<file path="config.mk">
export PLATFORM = sky130hd
export DESIGN_NAME = cartridge_bank_mapper_irq_flat
export DESIGN_NICKNAME = d
export VERILOG_FILES = /design/src/hdl/cbm_pkg.sv /design/src/hdl/cbm_if.sv /design/src/hdl/cbm_front.sv /design/src/hdl/cbm_queue.sv /design/src/hdl/cbm_back.sv /design/src/hdl/cartridge_bank_mapper_irq.sv /design/src/flat_wrapper.sv
export SDC_FILE = /design/constraint.sdc
export NUM_CORES = 1
export LEC_CHECK = 0
export BUFFER_PORTS_ARGS = -buffer_cell sky130_fd_sc_hd__buf_2
export CORE_ASPECT_RATIO = 0.9
export CORE_MARGIN = 5
export CORE_UTILIZATION = 65
export CTS_CLUSTER_DIAMETER = 150
export CTS_CLUSTER_SIZE = 10
export DETAILED_ROUTE_END_ITERATION = 12
export PLACE_DENSITY = 0.93
export SYNTH_ARGS = -nofsm -noshare
export SYNTH_HDL_FRONTEND = slang
export SYNTH_HIERARCHICAL = 1
export SYNTH_SLANG_ARGS = --single-unit
</file>
<file path="constraint.sdc">
create_clock -name clk -period 4.5 [get_ports clk]
set_input_delay 1.35 -clock clk [delete_from_list [all_inputs] [get_ports clk]]
set_output_delay 1.35 -clock clk [all_outputs]
set_load 0.02 [all_outputs]
</file>
<file path="src/hdl/cbm_pkg.sv">
// Shared types and constants for the cartridge bank mapper.
package cbm_pkg;

    localparam int unsigned AddrWidth    = 16;
    localparam int unsigned DataWidth    = 8;
    localparam int unsigned RomOutWidth  = 19;
    localparam int unsigned RomRawWidth  = 21;
    localparam int unsigned PrgOffWidth  = 13;
    localparam int unsigned ChrOffWidth  = 10;
    localparam int unsigned CountWidth   = 16;

    localparam logic [AddrWidth-1:0] RegMirrorLo = 16'h42FE;
    localparam logic [AddrWidth-1:0] RegMirrorHi = 16'h42FF;
    localparam logic [AddrWidth-1:0] RegIrqAck   = 16'h4501;
    localparam logic [AddrWidth-1:0] RegCountLo  = 16'h4502;
    localparam logic [AddrWidth-1:0] RegCountHi  = 16'h4503;
    localparam logic [AddrWidth-1:0] RegPrgBank  = 16'h4504;
    localparam logic [AddrWidth-1:0] RegChrBank  = 16'h4510;

    localparam logic [DataWidth-1:0] PrgBankLastReset = 8'hFF;

    typedef enum logic [1:0] {
        OP_WRITE    = 2'd0,
        OP_TICK     = 2'd1,
        OP_PRG_READ = 2'd2,
        OP_CHR_READ = 2'd3
    } opcode_t;

    typedef enum logic [3:0] {
        CMD_NOP,
        CMD_MIRROR,
        CMD_IRQ_ACK,
        CMD_COUNT_LO,
        CMD_COUNT_HI,
        CMD_PRG_BANK,
        CMD_CHR_BANK,
        CMD_TICK,
        CMD_PRG_READ,
        CMD_CHR_READ
    } cmd_kind_t;

    typedef struct packed {
        cmd_kind_t              kind;
        logic [2:0]             index;
        logic [DataWidth-1:0]   data;
        logic [PrgOffWidth-1:0] offset;
    } cmd_t;

endpackage

</file>
<file path="src/hdl/cbm_if.sv">
// Valid/ready channel interfaces for mapper items and results.
interface cbm_item_if;
    logic        valid;
    logic        ready;
    logic [1:0]  opcode;
    logic [15:0] address;
    logic [7:0]  write_data;
    logic [7:0]  cycles;

    modport source (output valid, output opcode, output address, output write_data,
                    output cycles, input ready);
    modport sink (input valid, input opcode, input address, input write_data,
                  input cycles, output ready);
endinterface

interface cbm_result_if;
    logic        valid;
    logic        ready;
    logic [18:0] rom_address;
    logic [1:0]  mirroring;
    logic        irq_line;

    modport source (output valid, output rom_address, output mirroring, output irq_line,
                    input ready);
    modport sink (input valid, input rom_address, input mirroring, input irq_line,
                  output ready);
endinterface

</file>
<file path="src/hdl/cbm_front.sv">
// Front end: accepts item beats and decodes them into mapper commands.
module cbm_front (
    cbm_item_if.sink     item,
    input  logic         full,
    output logic         push,
    output cbm_pkg::cmd_t push_cmd
);
    import cbm_pkg::*;

    assign item.ready = !full;
    assign push       = item.valid && !full;

    always_comb
    begin
        push_cmd        = '0;
        push_cmd.kind   = CMD_NOP;
        push_cmd.index  = item.address[2:0];
        push_cmd.data   = item.write_data;
        push_cmd.offset = item.address[PrgOffWidth-1:0];
        case (opcode_t'(item.opcode))
            OP_WRITE:
            begin
                if (item.address == RegMirrorLo || item.address == RegMirrorHi)
                begin
                    push_cmd.kind = CMD_MIRROR;
                    push_cmd.data = {6'd0, item.address[0], item.write_data[4]};
                end
                else if (item.address == RegIrqAck)
                begin
                    push_cmd.kind = CMD_IRQ_ACK;
                end
                else if (item.address == RegCountLo)
                begin
                    push_cmd.kind = CMD_COUNT_LO;
                end
                else if (item.address == RegCountHi)
                begin
                    push_cmd.kind = CMD_COUNT_HI;
                end
                else if (item.address[AddrWidth-1:2] == RegPrgBank[AddrWidth-1:2])
                begin
                    push_cmd.kind = CMD_PRG_BANK;
                end
                else if (item.address[AddrWidth-1:3] == RegChrBank[AddrWidth-1:3])
                begin
                    push_cmd.kind = CMD_CHR_BANK;
                end
            end
            OP_TICK:
            begin
                push_cmd.kind = CMD_TICK;
                push_cmd.data = item.cycles;
            end
            OP_PRG_READ:
            begin
                if (item.address[AddrWidth-1])
                begin
                    push_cmd.kind  = CMD_PRG_READ;
                    push_cmd.index = {1'b0, item.address[14:13]};
                end
            end
            OP_CHR_READ:
            begin
                push_cmd.kind   = CMD_CHR_READ;
                push_cmd.index  = item.address[12:10];
                push_cmd.offset = {3'd0, item.address[ChrOffWidth-1:0]};
            end
            default:
            begin
                push_cmd.kind = CMD_NOP;
            end
        endcase
    end

endmodule

</file>
<file path="src/hdl/cbm_queue.sv">
// Two-entry command queue between the decode front end and the execute back end.
module cbm_queue (
    input  logic          clk,
    input  logic          rst_n,
    input  logic          push,
    input  cbm_pkg::cmd_t push_cmd,
    output logic          full,
    input  logic          pop,
    output cbm_pkg::cmd_t pop_cmd,
    output logic          empty
);
    import cbm_pkg::*;

    cmd_t       entry_reg [2];
    logic       wr_ptr_reg;
    logic       wr_ptr_next;
    logic       rd_ptr_reg;
    logic       rd_ptr_next;
    logic [1:0] count_reg;
    logic [1:0] count_next;

    assign full    = (count_reg == 2'd2);
    assign empty   = (count_reg == 2'd0);
    assign pop_cmd = entry_reg[rd_ptr_reg];

    always_comb
    begin
        wr_ptr_next = push ? !wr_ptr_reg : wr_ptr_reg;
        rd_ptr_next = pop ? !rd_ptr_reg : rd_ptr_reg;
        count_next  = count_reg + {1'b0, push} - {1'b0, pop};
    end

    always_ff @(posedge clk or negedge rst_n)
    begin
        if (!rst_n)
        begin
            wr_ptr_reg <= 1'b0;
            rd_ptr_reg <= 1'b0;
            count_reg  <= 2'd0;
        end
        else
        begin
            wr_ptr_reg <= wr_ptr_next;
            rd_ptr_reg <= rd_ptr_next;
            count_reg  <= count_next;
        end
    end

    always_ff @(posedge clk)
    begin
        if (push)
        begin
            entry_reg[wr_ptr_reg] <= push_cmd;
        end
    end

endmodule

</file>
<file path="src/hdl/cbm_back.sv">
// Back end: holds the bank, mirroring and counter state and registers each result beat.
module cbm_back #(
    parameter int unsigned ROM_ADDR_BITS = 19
) (
    input  logic          clk,
    input  logic          rst_n,
    input  logic          empty,
    input  cbm_pkg::cmd_t pop_cmd,
    output logic          pop,
    cbm_result_if.source  result
);
    import cbm_pkg::*;

    localparam logic [RomRawWidth-1:0] RomMask =
        RomRawWidth'((64'd1 << ROM_ADDR_BITS) - 64'd1);

    logic [DataWidth-1:0]   prg_bank_reg [4];
    logic [DataWidth-1:0]   chr_bank_reg [8];
    logic [1:0]             mirror_reg;
    logic [1:0]             mirror_next;
    logic                   enable_reg;
    logic                   enable_next;
    logic [CountWidth-1:0]  counter_reg;
    logic [CountWidth-1:0]  counter_next;
    logic                   irq_reg;
    logic                   irq_next;
    logic                   out_valid_reg;
    logic [RomOutWidth-1:0] rom_reg;
    logic [RomOutWidth-1:0] rom_next;
    logic [CountWidth:0]    tick_sum;
    logic [RomRawWidth-1:0] rom_raw;

    assign pop                = !empty && (!out_valid_reg || result.ready);
    assign result.valid       = out_valid_reg;
    assign result.rom_address = rom_reg;
    assign result.mirroring   = mirror_reg;
    assign result.irq_line    = irq_reg;

    assign tick_sum = {1'b0, counter_reg} + {{(CountWidth + 1 - DataWidth){1'b0}}, pop_cmd.data};

    always_comb
    begin
        mirror_next  = mirror_reg;
        enable_next  = enable_reg;
        counter_next = counter_reg;
        irq_next     = irq_reg;
        rom_raw      = '0;
        case (pop_cmd.kind)
            CMD_MIRROR:
            begin
                mirror_next = pop_cmd.data[1:0];
            end
            CMD_IRQ_ACK:
            begin
                enable_next = 1'b0;
                irq_next    = 1'b0;
            end
            CMD_COUNT_LO:
            begin
                counter_next = {counter_reg[CountWidth-1:DataWidth], pop_cmd.data};
            end
            CMD_COUNT_HI:
            begin
                counter_next = {pop_cmd.data, counter_reg[DataWidth-1:0]};
                enable_next  = 1'b1;
            end
            CMD_TICK:
            begin
                if (enable_reg)
                begin
                    if (tick_sum[CountWidth])
                    begin
                        irq_next     = 1'b1;
                        enable_next  = 1'b0;
                        counter_next = '0;
                    end
                    else
                    begin
                        counter_next = tick_sum[CountWidth-1:0];
                    end
                end
            end
            CMD_PRG_READ:
            begin
                rom_raw = {prg_bank_reg[pop_cmd.index[1:0]], pop_cmd.offset};
            end
            CMD_CHR_READ:
            begin
                rom_raw = {3'd0, chr_bank_reg[pop_cmd.index],
                           pop_cmd.offset[ChrOffWidth-1:0]};
            end
            default:
            begin
                rom_raw = '0;
            end
        endcase
        rom_next = RomOutWidth'(rom_raw & RomMask);
    end

    always_ff @(posedge clk or negedge rst_n)
    begin
        if (!rst_n)
        begin
            prg_bank_reg[0] <= '0;
            prg_bank_reg[1] <= '0;
            prg_bank_reg[2] <= '0;
            prg_bank_reg[3] <= PrgBankLastReset;
            for (int i = 0; i < 8; i++)
            begin
                chr_bank_reg[i] <= '0;
            end
            mirror_reg    <= '0;
            enable_reg    <= 1'b0;
            counter_reg   <= '0;
            irq_reg       <= 1'b0;
            out_valid_reg <= 1'b0;
        end
        else
        begin
            if (pop)
            begin
                mirror_reg  <= mirror_next;
                enable_reg  <= enable_next;
                counter_reg <= counter_next;
                irq_reg     <= irq_next;
                if (pop_cmd.kind == CMD_PRG_BANK)
                begin
                    prg_bank_reg[pop_cmd.index[1:0]] <= pop_cmd.data;
                end
                if (pop_cmd.kind == CMD_CHR_BANK)
                begin
                    chr_bank_reg[pop_cmd.index] <= pop_cmd.data;
                end
                out_valid_reg <= 1'b1;
            end
            else if (result.ready)
            begin
                out_valid_reg <= 1'b0;
            end
        end
    end

    always_ff @(posedge clk)
    begin
        if (pop)
        begin
            rom_reg <= rom_next;
        end
    end

endmodule

</file>
<file path="src/hdl/cartridge_bank_mapper_irq.sv">
// Top level of the cartridge bank mapper with cycle-counting interrupt.
//
//   Channel  Role    Beat carries
//   item     sink    opcode, address, write_data, cycles
//   result   source  rom_address, mirroring, irq_line
//
// One item per clock is sustained while result is ready. An accepted item is
// decoded and written into the queue; from there it is executed into the output
// register, which drives the beat on result. The two-entry queue lets item accept
// two more beats while result is stalled, and then item is held until result frees.
// Reset is asynchronous and brings the banks, counter and interrupt to their
// power-on values at once.
module cartridge_bank_mapper_irq #(
    parameter int unsigned ROM_ADDR_BITS = 19
) (
    input  logic          clk,
    input  logic          rst_n,
    cbm_item_if.sink      item,
    cbm_result_if.source  result
);
    import cbm_pkg::*;

    logic full;
    logic push;
    cmd_t push_cmd;
    logic pop;
    cmd_t pop_cmd;
    logic empty;

    cbm_front u_front (
        .item     (item),
        .full     (full),
        .push     (push),
        .push_cmd (push_cmd)
    );

    cbm_queue u_queue (
        .clk      (clk),
        .rst_n    (rst_n),
        .push     (push),
        .push_cmd (push_cmd),
        .full     (full),
        .pop      (pop),
        .pop_cmd  (pop_cmd),
        .empty    (empty)
    );

    cbm_back #(
        .ROM_ADDR_BITS (ROM_ADDR_BITS)
    ) u_back (
        .clk     (clk),
        .rst_n   (rst_n),
        .empty   (empty),
        .pop_cmd (pop_cmd),
        .pop     (pop),
        .result  (result)
    );

endmodule
</file>
<file path="src/flat_wrapper.sv">
// flat-port wrapper written by rule: the top's interface ports become plain ports
module cartridge_bank_mapper_irq_flat import cbm_pkg::*;
#(
    parameter int unsigned ROM_ADDR_BITS = 19
)
  (clk, rst_n, item_valid, item_opcode, item_address, item_write_data, item_cycles, item_ready, result_valid, result_rom_address, result_mirroring, result_irq_line, result_ready);
  cbm_item_if item_i ();
  cbm_result_if result_i ();
  input  logic clk;
  input  logic rst_n;
  input wire logic [$bits(item_i.valid)-1:0] item_valid;
  input wire logic [$bits(item_i.opcode)-1:0] item_opcode;
  input wire logic [$bits(item_i.address)-1:0] item_address;
  input wire logic [$bits(item_i.write_data)-1:0] item_write_data;
  input wire logic [$bits(item_i.cycles)-1:0] item_cycles;
  output wire logic [$bits(item_i.ready)-1:0] item_ready;
  output wire logic [$bits(result_i.valid)-1:0] result_valid;
  output wire logic [$bits(result_i.rom_address)-1:0] result_rom_address;
  output wire logic [$bits(result_i.mirroring)-1:0] result_mirroring;
  output wire logic [$bits(result_i.irq_line)-1:0] result_irq_line;
  input wire logic [$bits(result_i.ready)-1:0] result_ready;
  assign item_i.valid = item_valid;
  assign item_i.opcode = item_opcode;
  assign item_i.address = item_address;
  assign item_i.write_data = item_write_data;
  assign item_i.cycles = item_cycles;
  assign item_ready = item_i.ready;
  assign result_valid = result_i.valid;
  assign result_rom_address = result_i.rom_address;
  assign result_mirroring = result_i.mirroring;
  assign result_irq_line = result_i.irq_line;
  assign result_i.ready = result_ready;
  cartridge_bank_mapper_irq #(.ROM_ADDR_BITS(ROM_ADDR_BITS)) u_core (.clk(clk), .rst_n(rst_n), .item(item_i), .result(result_i));
endmodule
</file>
; Yosys cells after proc, flatten, opt, wreduce, memory -nomap -nowiden
; Memories as Yosys holds them, arrays and structs flattened.
; Cells that the tools add are included.
[classes]
n_addsub = 3
n_lt_le_gt_ge = 4
n_eq_ne = 22
n_mux = 38
bitwise = 4
n_reduce_logical = 25
[op_table]
columns = cell, n
row1 = $eq A16 B15 Y1 const B, 5
row2 = $bwmux W64, 1
row3 = $pmux W16 S3, 1
row4 = $mux W8, 5
row5 = $pmux W19 S2, 1
row6 = $bwmux W32, 1
row7 = $mux W16, 2
row8 = $bmux W8 S3, 1
row9 = $demux W8 S3, 1
row10 = $mux W4, 5
row11 = $add A16 B8 Y17, 1
row12 = $bmux W8 S2, 1
row13 = $demux W8 S2, 1
row14 = $eq A4 B3 Y1 const B, 4
row15 = $pmux W4 S4, 1
row16 = $pmux W8 S2, 1
row17 = $eq A14 B13 Y1 const B, 1
row18 = $eq A13 B12 Y1 const B, 1
row19 = $mux W13, 1
row20 = $mux W6, 2
row21 = $reduce_and A4 Y1, 3
row22 = $eq A4 B2 Y1 const B, 2
row23 = $eq A4 B4 Y1 const B, 2
row24 = $mux W1, 8
row25 = other kinds (25), 44
[word_totals]
regBits = 140
ramBits = 56
inputBits = 38
output_inout_bits = 24
wordCells = 119
memories = 1
[memory_table]
columns = name, words, word_bits, rd, rd_clocked_by_memory_dff, write_ports, line
row1 = u_core.u_queue.entry_reg, 2, 28, 1, 0, 1, cbm_queue.sv:14  ; cmd_t entry_reg [2];

; Depth between registers and ports, before layout
; Gate-level depths: netlist (run 1).
[depth]
word_depth = 8
mapped_depth = 13
mapped_depth_nobuf = 10

; By module
; The synthesis (run 1) kept the hierarchy.
[by_module_without_submodules]
columns = mod, instances, cells_each, area_per_inst_um2, seq_area_each_um2
row1 = cbm_back, 1, 470, 6237.2, 3305.7
row2 = cbm_queue, 1, 102, 2264.7, 1781.7
row3 = cbm_front, 1, 69, 480.5, 0.0

; Worst setup path before layout (run 1)
; Ideal clock, no wire load.
[synth_path]
kind = input -> register
startpoint = input port item_valid
endpoint = memory u_core/u_queue/entry_reg[0][0] (netlist bit) (enable)
setup_time_ns = 0.416
arrival_time_ns = 2.904
required_time_ns = 4.084
path_slack_ns = 1.180
cell_stages = 2
n_path_buf = 0
path_cell_list = nor2b_1 nor2b_1
[synth_via]
elab_chain_cells = 3
[synth_lines]
columns = item, line
row1 = start: declaration, flat_wrapper.sv:11  ; input wire logic [$bits(item_i.valid)-1:0] item_valid;
row2 = $logic_and A1 B1 Y1, cbm_front.sv:11  ; assign push = item.valid && !full;
row3 = $mux W1, cbm_queue.sv:51  ; if (push)
row4 = $mux W1 (implied by the code), cbm_queue.sv:53  ; entry_reg[wr_ptr_reg] <= push_cmd;
row5 = end: declaration, cbm_queue.sv:14
; No other way between the ends.

==> results of run 1 <==
-- placed cells by master, fill, tap and decap left out, types with 7 or more instances in the layout --
cell                        synthesis  routed
sky130_fd_sc_hd__dfrtp_1          107     107
sky130_fd_sc_hd__mux2_2           101     101
sky130_fd_sc_hd__edfxtp_1          75      75
sky130_fd_sc_hd__buf_2              4      60
sky130_fd_sc_hd__nand2_1           40      40
sky130_fd_sc_hd__o21ai_0           40      40
sky130_fd_sc_hd__mux4_2            22      22
sky130_fd_sc_hd__a22o_1            21      21
sky130_fd_sc_hd__clkbuf_16          0      17
sky130_fd_sc_hd__and2_1            16      16
sky130_fd_sc_hd__nor2_1            15      15
sky130_fd_sc_hd__inv_1             14      14
sky130_fd_sc_hd__a21oi_1           11      11
sky130_fd_sc_hd__nand2b_1          10      10
sky130_fd_sc_hd__nand3_1           10      10
sky130_fd_sc_hd__ha_1              10      10
sky130_fd_sc_hd__mux2_4            10      10
sky130_fd_sc_hd__buf_4             14       9
sky130_fd_sc_hd__xor2_1             8       8
sky130_fd_sc_hd__mux2i_1            8       8
sky130_fd_sc_hd__nor2b_1            8       7
-- worst paths after layout --
check / start / endpoint / slack [ns] / cells after the start
worst max-delay path: u_core/u_queue/rd_ptr_reg / u_core/u_back/counter_reg[13] / 0.72 / 10
worst min-delay path: u_core/u_back/prg_bank_reg[17] / u_core/u_back/prg_bank_reg[17] / 0.49 / 2
worst max register to register: u_core/u_queue/rd_ptr_reg / u_core/u_back/counter_reg[13] / 0.72 / 10
worst min register to register: u_core/u_back/prg_bank_reg[17] / u_core/u_back/prg_bank_reg[17] / 0.49 / 2
max in group asynchronous: rst_n / u_core/u_back/prg_bank_reg[2] / 2.62 / 2
min in group asynchronous: rst_n / u_core/u_back/result.mirroring[1] / 0.95 / 1
-- worst max-delay path, stage by stage, from the launching register on --
cell and delay (ns):
sky130_fd_sc_hd__dfrtp_1 0.81, sky130_fd_sc_hd__mux2_4 0.42, sky130_fd_sc_hd__ha_1 0.24, sky130_fd_sc_hd__inv_1 0.07
sky130_fd_sc_hd__fa_1 0.40, sky130_fd_sc_hd__nand2b_1 0.20, sky130_fd_sc_hd__a21oi_1 0.22, sky130_fd_sc_hd__o211ai_2 0.21
sky130_fd_sc_hd__o21bai_2 0.60, sky130_fd_sc_hd__o21ai_0 0.21, sky130_fd_sc_hd__a22o_1 0.28
-- cell usage after synthesis, types with 3 or more instances --
library cell                instances
sky130_fd_sc_hd__nor4_1             3
sky130_fd_sc_hd__a22o_1            21
sky130_fd_sc_hd__nor2_1            15
sky130_fd_sc_hd__a21o_1             3
sky130_fd_sc_hd__and2_1            16
sky130_fd_sc_hd__mux2i_1            8
sky130_fd_sc_hd__mux2_4            10
sky130_fd_sc_hd__dfrtp_1          107
sky130_fd_sc_hd__buf_2              4
sky130_fd_sc_hd__edfxtp_1          75
sky130_fd_sc_hd__ha_1              10
sky130_fd_sc_hd__inv_1             14
sky130_fd_sc_hd__o41ai_1            5
sky130_fd_sc_hd__a21oi_1           11
sky130_fd_sc_hd__a2bb2oi_1          6
sky130_fd_sc_hd__mux2_2           101
sky130_fd_sc_hd__o21ai_0           40
sky130_fd_sc_hd__nand3_1           10
sky130_fd_sc_hd__clkbuf_1          16
sky130_fd_sc_hd__xor2_1             8
sky130_fd_sc_hd__nor2b_1            8
sky130_fd_sc_hd__buf_1              3
sky130_fd_sc_hd__and3_1             3
sky130_fd_sc_hd__nand2b_1          10
sky130_fd_sc_hd__nand2_1           40
sky130_fd_sc_hd__buf_4             14
sky130_fd_sc_hd__dfstp_2            6
sky130_fd_sc_hd__mux4_2            22
-- through the flow --
step	cells	setup slack [ns]	hold slack (ns)	area (µm²)	util
finish	871	0.720	0.488	9870	0.733
global route	871	0.517	0.506	9870	0.733
CTS	871	0.753	0.487	9870	0.733
detailed placement	839	0.783	0.472	9340	0.694
global placement	839	0.962	0.459	9340	0.694
floorplan	641	1.18	0.445	8980	-
-- cell type report --
type	count	area (µm²)	area share
Timing Repair Buffer	69	368	0.0373
Multi-Input combinational cell	400	3620	0.367
Clock inverter	12	97.6	0.00988
Tap cell	168	210	0.0213
Sequential cell	188	5090	0.515
Inverter	14	52.6	0.00532
Clock buffer	20	437	0.0442
-- where the power goes --
group          internal, W  leakage (nW)  switching (W)
Sequential         0.00233          2.21       0.000266
Clock             0.000757         0.255       0.000617
Combinational     0.000991          1.79        0.00130
-- cell families (layout without fill, tap and decap cells) --
logic type	count (synthesis)	in the layout	synth area share
xor+xnor	10	10	0.0114
compound gates	106	106	0.0807
buf+inv	53	115	0.0306
fa+ha+maj	11	11	0.0162
mux	141	141	0.207
flops	188	188	0.566
simple gates	132	132	0.0873
-- metal layers --
metal,part of all wire,vias to the layer above,GRT usage
met5,0,-,0
li1,-,2493,-
met4,0.029,0,0.113
met1,0.40,2977,0.341
met3,0.059,58,0.0556
met2,0.51,278,0.436
==> impl_results.html, run 1 <==
<table>
<tr><th>Metric</th><th>Value</th></tr>
<tr><th colspan="2">Route</th></tr>
<tr><td>Routed length per instance</td><td>23.1 µm</td></tr>
<tr><td>Vias</td><td>5806</td></tr>
<tr><td>First-iteration detailed-routing DRC count</td><td>~730</td></tr>
<tr><td>Remaining DRCs</td><td>0</td></tr>
<tr><td>Detail-routed via count per cell</td><td>around 6.7</td></tr>
<tr><td>DR pass1 iterations</td><td>5</td></tr>
<tr><td>Routed wire length</td><td>roughly 20 mm</td></tr>
<tr><td>Post-detailed-route count of antenna-violating nets</td><td>0</td></tr>
<tr><th colspan="2">Yosys</th></tr>
<tr><td>Cell area after technology mapping</td><td>8980 µm²</td></tr>
<tr><td>Mean area per synthesized cell</td><td>14.0 µm²</td></tr>
<tr><td>Primary FF master, synth</td><td>sky130_fd_sc_hd__dfrtp_1</td></tr>
<tr><td>Number of nets produced by synthesis</td><td>690</td></tr>
<tr><td>Cell count after synthesis</td><td>641</td></tr>
<tr><td>Largest area contributor in the netlist</td><td>sky130_fd_sc_hd__dfrtp_1</td></tr>
<tr><td>Area share of the leading cell type in the synthesized netlist</td><td>0.298</td></tr>
<tr><td>Number of enable flip-flop cells after synthesis</td><td>between 70 and 80</td></tr>
<tr><td>Flops &amp; latches, synth</td><td>188</td></tr>
<tr><td>Count of distinct cell types in the synthesized netlist</td><td>between 60 and 70</td></tr>
<tr><td>Yosys warnings</td><td>6</td></tr>
<tr><td>Fraction of registers with async set/reset</td><td>0.601</td></tr>
<tr><td>Top cells by area, synth</td><td>sky130_fd_sc_hd__dfrtp_1 (30%), sky130_fd_sc_hd__edfxtp_1 (25%), sky130_fd_sc_hd__mux2_2 (13%)</td></tr>
<tr><td>Fraction of the yosys area taken by sequential cells</td><td>0.566</td></tr>
<tr><th colspan="2">Power and ir drop</th></tr>
<tr><td>Power density relative to cell area</td><td>634 nW/µm²</td></tr>
<tr><td>Max rail drop VDD</td><td>448 µV</td></tr>
<tr><td>Final Total Pwr</td><td>0.00626 W</td></tr>
<tr><td>Leak Pwr</td><td>between 4 and 5 nW</td></tr>
<tr><th colspan="2">Clocking</th></tr>
<tr><td>PostCTS Resize Cnt</td><td>0</td></tr>
<tr><td>Buffer levels on the longest clock path</td><td>2</td></tr>
<tr><td>Clk Latency, worst-skew pair</td><td>~0.43 ns</td></tr>
<tr><td>Count of clock tree sinks</td><td>188</td></tr>
<tr><td>Hold-fix buffers at CTS</td><td>0</td></tr>
<tr><td>TritonCTS clock tree</td><td>done</td></tr>
<tr><td>Number of H-tree levels</td><td>4</td></tr>
<tr><td>Clk root buf</td><td>sky130_fd_sc_hd__clkbuf_16</td></tr>
<tr><td>Post-CTS setup buffers</td><td>0</td></tr>
<tr><td>Clock input transition at the sequential cells of the worst setup and hold paths</td><td>0.06 ns</td></tr>
<tr><td>CTS buffer count</td><td>17</td></tr>
<tr><th colspan="2">GRT</th></tr>
<tr><td>Initial antenna violation count</td><td>0</td></tr>
<tr><td>Overflow after GRT</td><td>0</td></tr>
<tr><td>Maximum number of pins on one net before global-route repair</td><td>52</td></tr>
<tr><td>Total track usage</td><td>0.263</td></tr>
<tr><td>Wire length of the first global-routing pass</td><td>~33 mm</td></tr>
<tr><td>Vias in the first global route</td><td>6155</td></tr>
<tr><th colspan="2">Place</th></tr>
<tr><td>Final weighted congestion of routability-driven global placement</td><td>0.905</td></tr>
<tr><td>Detailed Place HPWL</td><td>13.5 mm</td></tr>
<tr><td>Port Buf Inserts</td><td>61</td></tr>
<tr><th colspan="2">Critical path</th></tr>
<tr><td>Category of the worst setup path launch point</td><td>flip-flop</td></tr>
<tr><td>Arrival time reported for the critical path endpoint</td><td>4.09 ns</td></tr>
<tr><td>Critical path endpoint category</td><td>flip-flop</td></tr>
<tr><td>Worst Path Required</td><td>between 4 and 5 ns</td></tr>
<tr><td>Maximum net fanout on the critical path</td><td>16</td></tr>
<tr><td>Crit Path Category</td><td>reg -&gt; reg</td></tr>
<tr><th colspan="2">Floorplan</th></tr>
<tr><td>Die area</td><td>between 15000 and 20000 µm²</td></tr>
<tr><td>Top Ports</td><td>62</td></tr>
<tr><td>Die W</td><td>134 µm</td></tr>
<tr><td>Starting density of the core</td><td>0.667</td></tr>
<tr><td>Vertical extent of the die</td><td>122 µm</td></tr>
<tr><td>Floorplan row count</td><td>40</td></tr>
<tr><td>Core region area</td><td>13500 µm²</td></tr>
<tr><th colspan="2">Timing</th></tr>
<tr><td>Slew Limit Headroom</td><td>0.241</td></tr>
<tr><td>Unrepaired setup endpoints after global routing</td><td>false</td></tr>
<tr><td>Shortest clock period the worst path allows after layout</td><td>3.78 ns</td></tr>
<tr><td>Share of the clock period used by the worst path</td><td>0.840</td></tr>
<tr><td>Transition at the pin with the smallest max-transition slack</td><td>1.13 ns</td></tr>
<tr><td>Max-slew violations</td><td>0</td></tr>
<tr><td>Final Hold Viols</td><td>0</td></tr>
<tr><td>Worst setup skew after layout</td><td>0.00761 ns</td></tr>
<tr><td>Setup TNS</td><td>0 ns</td></tr>
<tr><td>FMAX</td><td>0.265 GHz</td></tr>
<tr><td>Setup violators final</td><td>0</td></tr>
<tr><th colspan="2">Layout</th></tr>
<tr><td>Proportion of layout cells with a drive suffix above 1</td><td>0.361</td></tr>
<tr><td>Number of fill cells</td><td>785</td></tr>
<tr><td>Number of nets in the finished design</td><td>739</td></tr>
<tr><td>Area grow syn2layout</td><td>9.93%</td></tr>
<tr><td>N_diodes</td><td>0</td></tr>
<tr><td>Flip-flop count of the largest register, all copies and words added</td><td>between 60 and 70</td></tr>
<tr><th colspan="2">Run status</th></tr>
<tr><td>Outcome</td><td>completed</td></tr>
<tr><th colspan="2">Flow run</th></tr>
<tr><td>Maximum capacitance violations</td><td>0</td></tr>
<tr><th colspan="2">Worst hold path</th></tr>
<tr><td>Min-Delay Path Class</td><td>reg -&gt; reg</td></tr>
</table>
Note: power is estimated with default switching activity, not from simulation.
==> run 2, diff against run 1 <==
- CORE_UTILIZATION: 65 -> 55
- PLACE_DENSITY: 0.93 -> 0.85
- clock period: 4.5 -> 3 ns (I/O delays scaled with it)
==> run 2 against run 1 <==
  * Clock skew increased by 0.0041 ns
  * Clock power increased by 61%
  * Hold slack got worse by 0.057 ns
  * Setup slack got worse by 0.57 ns
  * Utilization decreased by 10 points
  * Critical path type unchanged
  * Largest cell class unchanged
==> impl_results.html, run 2 (synthesis gave the netlist of run 1 again) <==
<table>
<tr><th>Metric</th><th>Value</th></tr>
<tr><th colspan="2">Critical path</th></tr>
<tr><td>R2R Path Start</td><td>u_core/u_queue/rd_ptr_reg</td></tr>
<tr><td>Category of the worst setup path launch point</td><td>flip-flop</td></tr>
<tr><td>Slowest cell delay on critical path</td><td>0.55 ns</td></tr>
<tr><td>Critical Path Slowest Stage Cell</td><td>sky130_fd_sc_hd__nor3b_4</td></tr>
<tr><td>Cell family with most CP delay</td><td>simple AND/OR/NAND/NOR gates</td></tr>
<tr><td>Maximum net fanout on the critical path</td><td>14</td></tr>
<tr><td>Arrival time reported for the critical path endpoint</td><td>3.16 ns</td></tr>
<tr><td>Critical-path cell list</td><td>buf_4 -&gt; mux2_2 -&gt; nand2b_2 -&gt; nor3_2 -&gt; nand2_2 -&gt; nor3b_4 -&gt; mux2_2</td></tr>
<tr><td>Worst reg-to-reg path cell count</td><td>7</td></tr>
<tr><td>Critical path endpoint category</td><td>flip-flop</td></tr>
<tr><td>Number of buffer and inverter stages on the critical path</td><td>1</td></tr>
<tr><td>Crit Path Category</td><td>reg -&gt; reg</td></tr>
<tr><td>Worst Path Required</td><td>between 3 and 4 ns</td></tr>
<tr><td>Cell with the most instances on the worst path</td><td>sky130_fd_sc_hd__mux2_2</td></tr>
<tr><td>Worst r2r dst</td><td>u_core/u_back/chr_bank_reg[33]</td></tr>
<tr><td>R2R setup slack</td><td>between 0.15 and 0.2 ns</td></tr>
<tr><th colspan="2">Place</th></tr>
<tr><td>Number of instances in the placed design</td><td>around 900</td></tr>
<tr><td>Placement-stage cell area</td><td>9550 µm²</td></tr>
<tr><td>Port Buf Inserts</td><td>61</td></tr>
<tr><td>Final weighted congestion of routability-driven global placement</td><td>0.851</td></tr>
<tr><td>Detailed Place HPWL</td><td>13.4 mm</td></tr>
<tr><td>Setup slack after placement</td><td>0.0313 ns</td></tr>
<tr><th colspan="2">Floorplan</th></tr>
<tr><td>Vertical extent of the die</td><td>between 100 and 150 µm</td></tr>
<tr><td>Top Ports</td><td>62</td></tr>
<tr><td>Floorplan row count</td><td>44</td></tr>
<tr><td>Die area</td><td>19000 µm²</td></tr>
<tr><td>Core region area</td><td>16100 µm²</td></tr>
<tr><td>Die W</td><td>145 µm</td></tr>
<tr><td>Starting density of the core</td><td>0.559</td></tr>
<tr><th colspan="2">Route</th></tr>
<tr><td>Detail-routed via count per cell</td><td>just over 6</td></tr>
<tr><td>Routed length per instance</td><td>20.9 µm</td></tr>
<tr><td>DR pass1 iterations</td><td>6</td></tr>
<tr><td>Post-detailed-route count of antenna-violating nets</td><td>0</td></tr>
<tr><td>Routed wire length</td><td>19.4 mm</td></tr>
<tr><td>Vias</td><td>5669</td></tr>
<tr><td>Remaining DRCs</td><td>0</td></tr>
<tr><td>First-iteration detailed-routing DRC count</td><td>450</td></tr>
<tr><th colspan="2">Layout</th></tr>
<tr><td>Top library cells by usage in the layout, fill and taps aside</td><td>sky130_fd_sc_hd__dfrtp_1 (106), sky130_fd_sc_hd__mux2_2 (101), sky130_fd_sc_hd__edfxtp_1 (75), sky130_fd_sc_hd__buf_2 (60)</td></tr>
<tr><td>Final std cell area, no fill</td><td>10100 µm²</td></tr>
<tr><td>Flip-flop count of the largest register, all copies and words added</td><td>64</td></tr>
<tr><td>N_diodes</td><td>0</td></tr>
<tr><td>Most common library cell in the layout ignoring fill and taps</td><td>sky130_fd_sc_hd__dfrtp_1</td></tr>
<tr><td>Layout Utilization</td><td>0.631</td></tr>
<tr><td>Number of nets in the finished design</td><td>759</td></tr>
<tr><td>Proportion of layout cells with a drive suffix above 1</td><td>0.385</td></tr>
<tr><td>Number of fill cells</td><td>1155</td></tr>
<tr><td>Number of cells in the finished layout apart from fillers</td><td>between 900 and 1k</td></tr>
<tr><td>Area grow syn2layout</td><td>12.9%</td></tr>
<tr><th colspan="2">Timing</th></tr>
<tr><td>Final setup margin</td><td>0.154 ns</td></tr>
<tr><td>Shortest clock period the worst path allows after layout</td><td>about 2.8 ns</td></tr>
<tr><td>Share of the clock period used by the worst path</td><td>0.949</td></tr>
<tr><td>Max-slew violations</td><td>0</td></tr>
<tr><td>Setup violators final</td><td>0</td></tr>
<tr><td>Slew Limit Headroom</td><td>0.424</td></tr>
<tr><td>Final Hold Viols</td><td>0</td></tr>
<tr><td>Setup TNS</td><td>0 ns</td></tr>
<tr><td>FMAX</td><td>0.351 GHz</td></tr>
<tr><td>Worst setup skew after layout</td><td>0.0117 ns</td></tr>
<tr><td>Transition at the pin with the smallest max-transition slack</td><td>0.864 ns</td></tr>
<tr><td>Unrepaired setup endpoints after global routing</td><td>false</td></tr>
<tr><th colspan="2">Clocking</th></tr>
<tr><td>Buffer levels on the longest clock path</td><td>2</td></tr>
<tr><td>Clk Latency, worst-skew pair</td><td>0.43 ns</td></tr>
<tr><td>Count of clock tree sinks</td><td>188</td></tr>
<tr><td>Clock input transition at the sequential cells of the worst setup and hold paths</td><td>about 0.070 ns</td></tr>
<tr><td>TritonCTS clock tree</td><td>done</td></tr>
<tr><td>Clk root buf</td><td>sky130_fd_sc_hd__clkbuf_16</td></tr>
<tr><td>CTS buffer count</td><td>17</td></tr>
<tr><td>Number of H-tree levels</td><td>4</td></tr>
<tr><th colspan="2">GRT</th></tr>
<tr><td>Total track usage</td><td>0.219</td></tr>
<tr><td>Wire length of the first global-routing pass</td><td>approximately 32 mm</td></tr>
<tr><td>Initial antenna violation count</td><td>0</td></tr>
<tr><td>Maximum number of pins on one net before global-route repair</td><td>55</td></tr>
<tr><td>Overflow after GRT</td><td>0</td></tr>
<tr><td>Vias in the first global route</td><td>5949</td></tr>
<tr><th colspan="2">Power and ir drop</th></tr>
<tr><td>Net switching power of the design</td><td>around 0.0033 W</td></tr>
<tr><td>Switching share of power</td><td>0.341</td></tr>
<tr><td>Part of the total power dissipated in sequential elements</td><td>0.399</td></tr>
<tr><td>Power density relative to cell area</td><td>around 950 nW/µm²</td></tr>
<tr><td>Internal power summed over all cells</td><td>0.00634 W</td></tr>
<tr><td>Max rail drop VDD</td><td>604 µV</td></tr>
<tr><td>Share of power burned in the clock network</td><td>0.230</td></tr>
<tr><td>Leak Pwr</td><td>approximately 4.4 nW</td></tr>
<tr><td>Part of the total power dissipated in combinational logic</td><td>0.371</td></tr>
<tr><th colspan="2">Run status</th></tr>
<tr><td>Outcome</td><td>completed</td></tr>
<tr><th colspan="2">Flow run</th></tr>
<tr><td>Maximum capacitance violations</td><td>0</td></tr>
<tr><th colspan="2">Worst hold path</th></tr>
<tr><td>Min-Delay Path Class</td><td>in -&gt; async</td></tr>
</table>
[run 2: cell type report]
type	instances	area [µm²]	share of cell area
Sequential cell	188	5090	0.502
Multi-Input combinational cell	400	3630	0.358
Timing Repair Buffer	89	534	0.0527
Clock buffer	24	494	0.0487
Tap cell	207	259	0.0255
Clock inverter	8	85.1	0.00839
Inverter	14	52.6	0.00518
[run 2: power groups by stage]
stage	Combinational [W]	Clock (W)	Sequential (W)
after global placement	0.00339	0	0.00382
after detailed placement	0.00353	0	0.00387
after global routing	0.00388	0.00237	0.00392
after CTS	0.00355	0.00225	0.00384
after floorplan	0.00250	0	0.00392
final	0.00357	0.00221	0.00384
[run 2: how the worst max path moves through the flow]
stage	startpoint	to	slack (ns)	depth (start not counted)
6_report	u_core/u_queue/rd_ptr_reg	u_core/u_back/chr_bank_reg[33]	0.15	7
5_1_grt	u_core/u_queue/rd_ptr_reg	u_core/u_back/counter_reg[6]	0.04	11
3_3_place_gp	u_core/u_queue/rd_ptr_reg	u_core/u_back/counter_reg[6]	0.17	10
4_1_cts	u_core/u_queue/rd_ptr_reg	u_core/u_back/counter_reg[5]	0.02	10
3_5_place_dp	u_core/u_queue/rd_ptr_reg	u_core/u_back/counter_reg[6]	0.03	10
2_1_floorplan	item_valid	u_core/u_queue/entry_reg[0][0]	0.13	2
[run 2: routing by layer]
metal  wire (µm)  global-route usage
met1        8180               0.302
met2        9770               0.348
met3        1090              0.0549
met4         388              0.0642
met5           0                   0
[run 2: repair_timing]
| item | 4_1_cts | 5_1_grt |
|---|---|---|
| hold buffers | 0 | 0 |
| resized for setup | 0 | 3 |
| buffers inserted | 0 | 0 |
| setup endpoints to repair | 0 | 10 |
[run 2: per-stage QoR]
stage	hold slack, ns	total power, W
floorplan	0.445	0.00642
global placement	0.457	0.00721
detailed placement	0.474	0.00740
CTS	0.433	0.00963
global route	0.451	0.0102
finish	0.431	0.00962
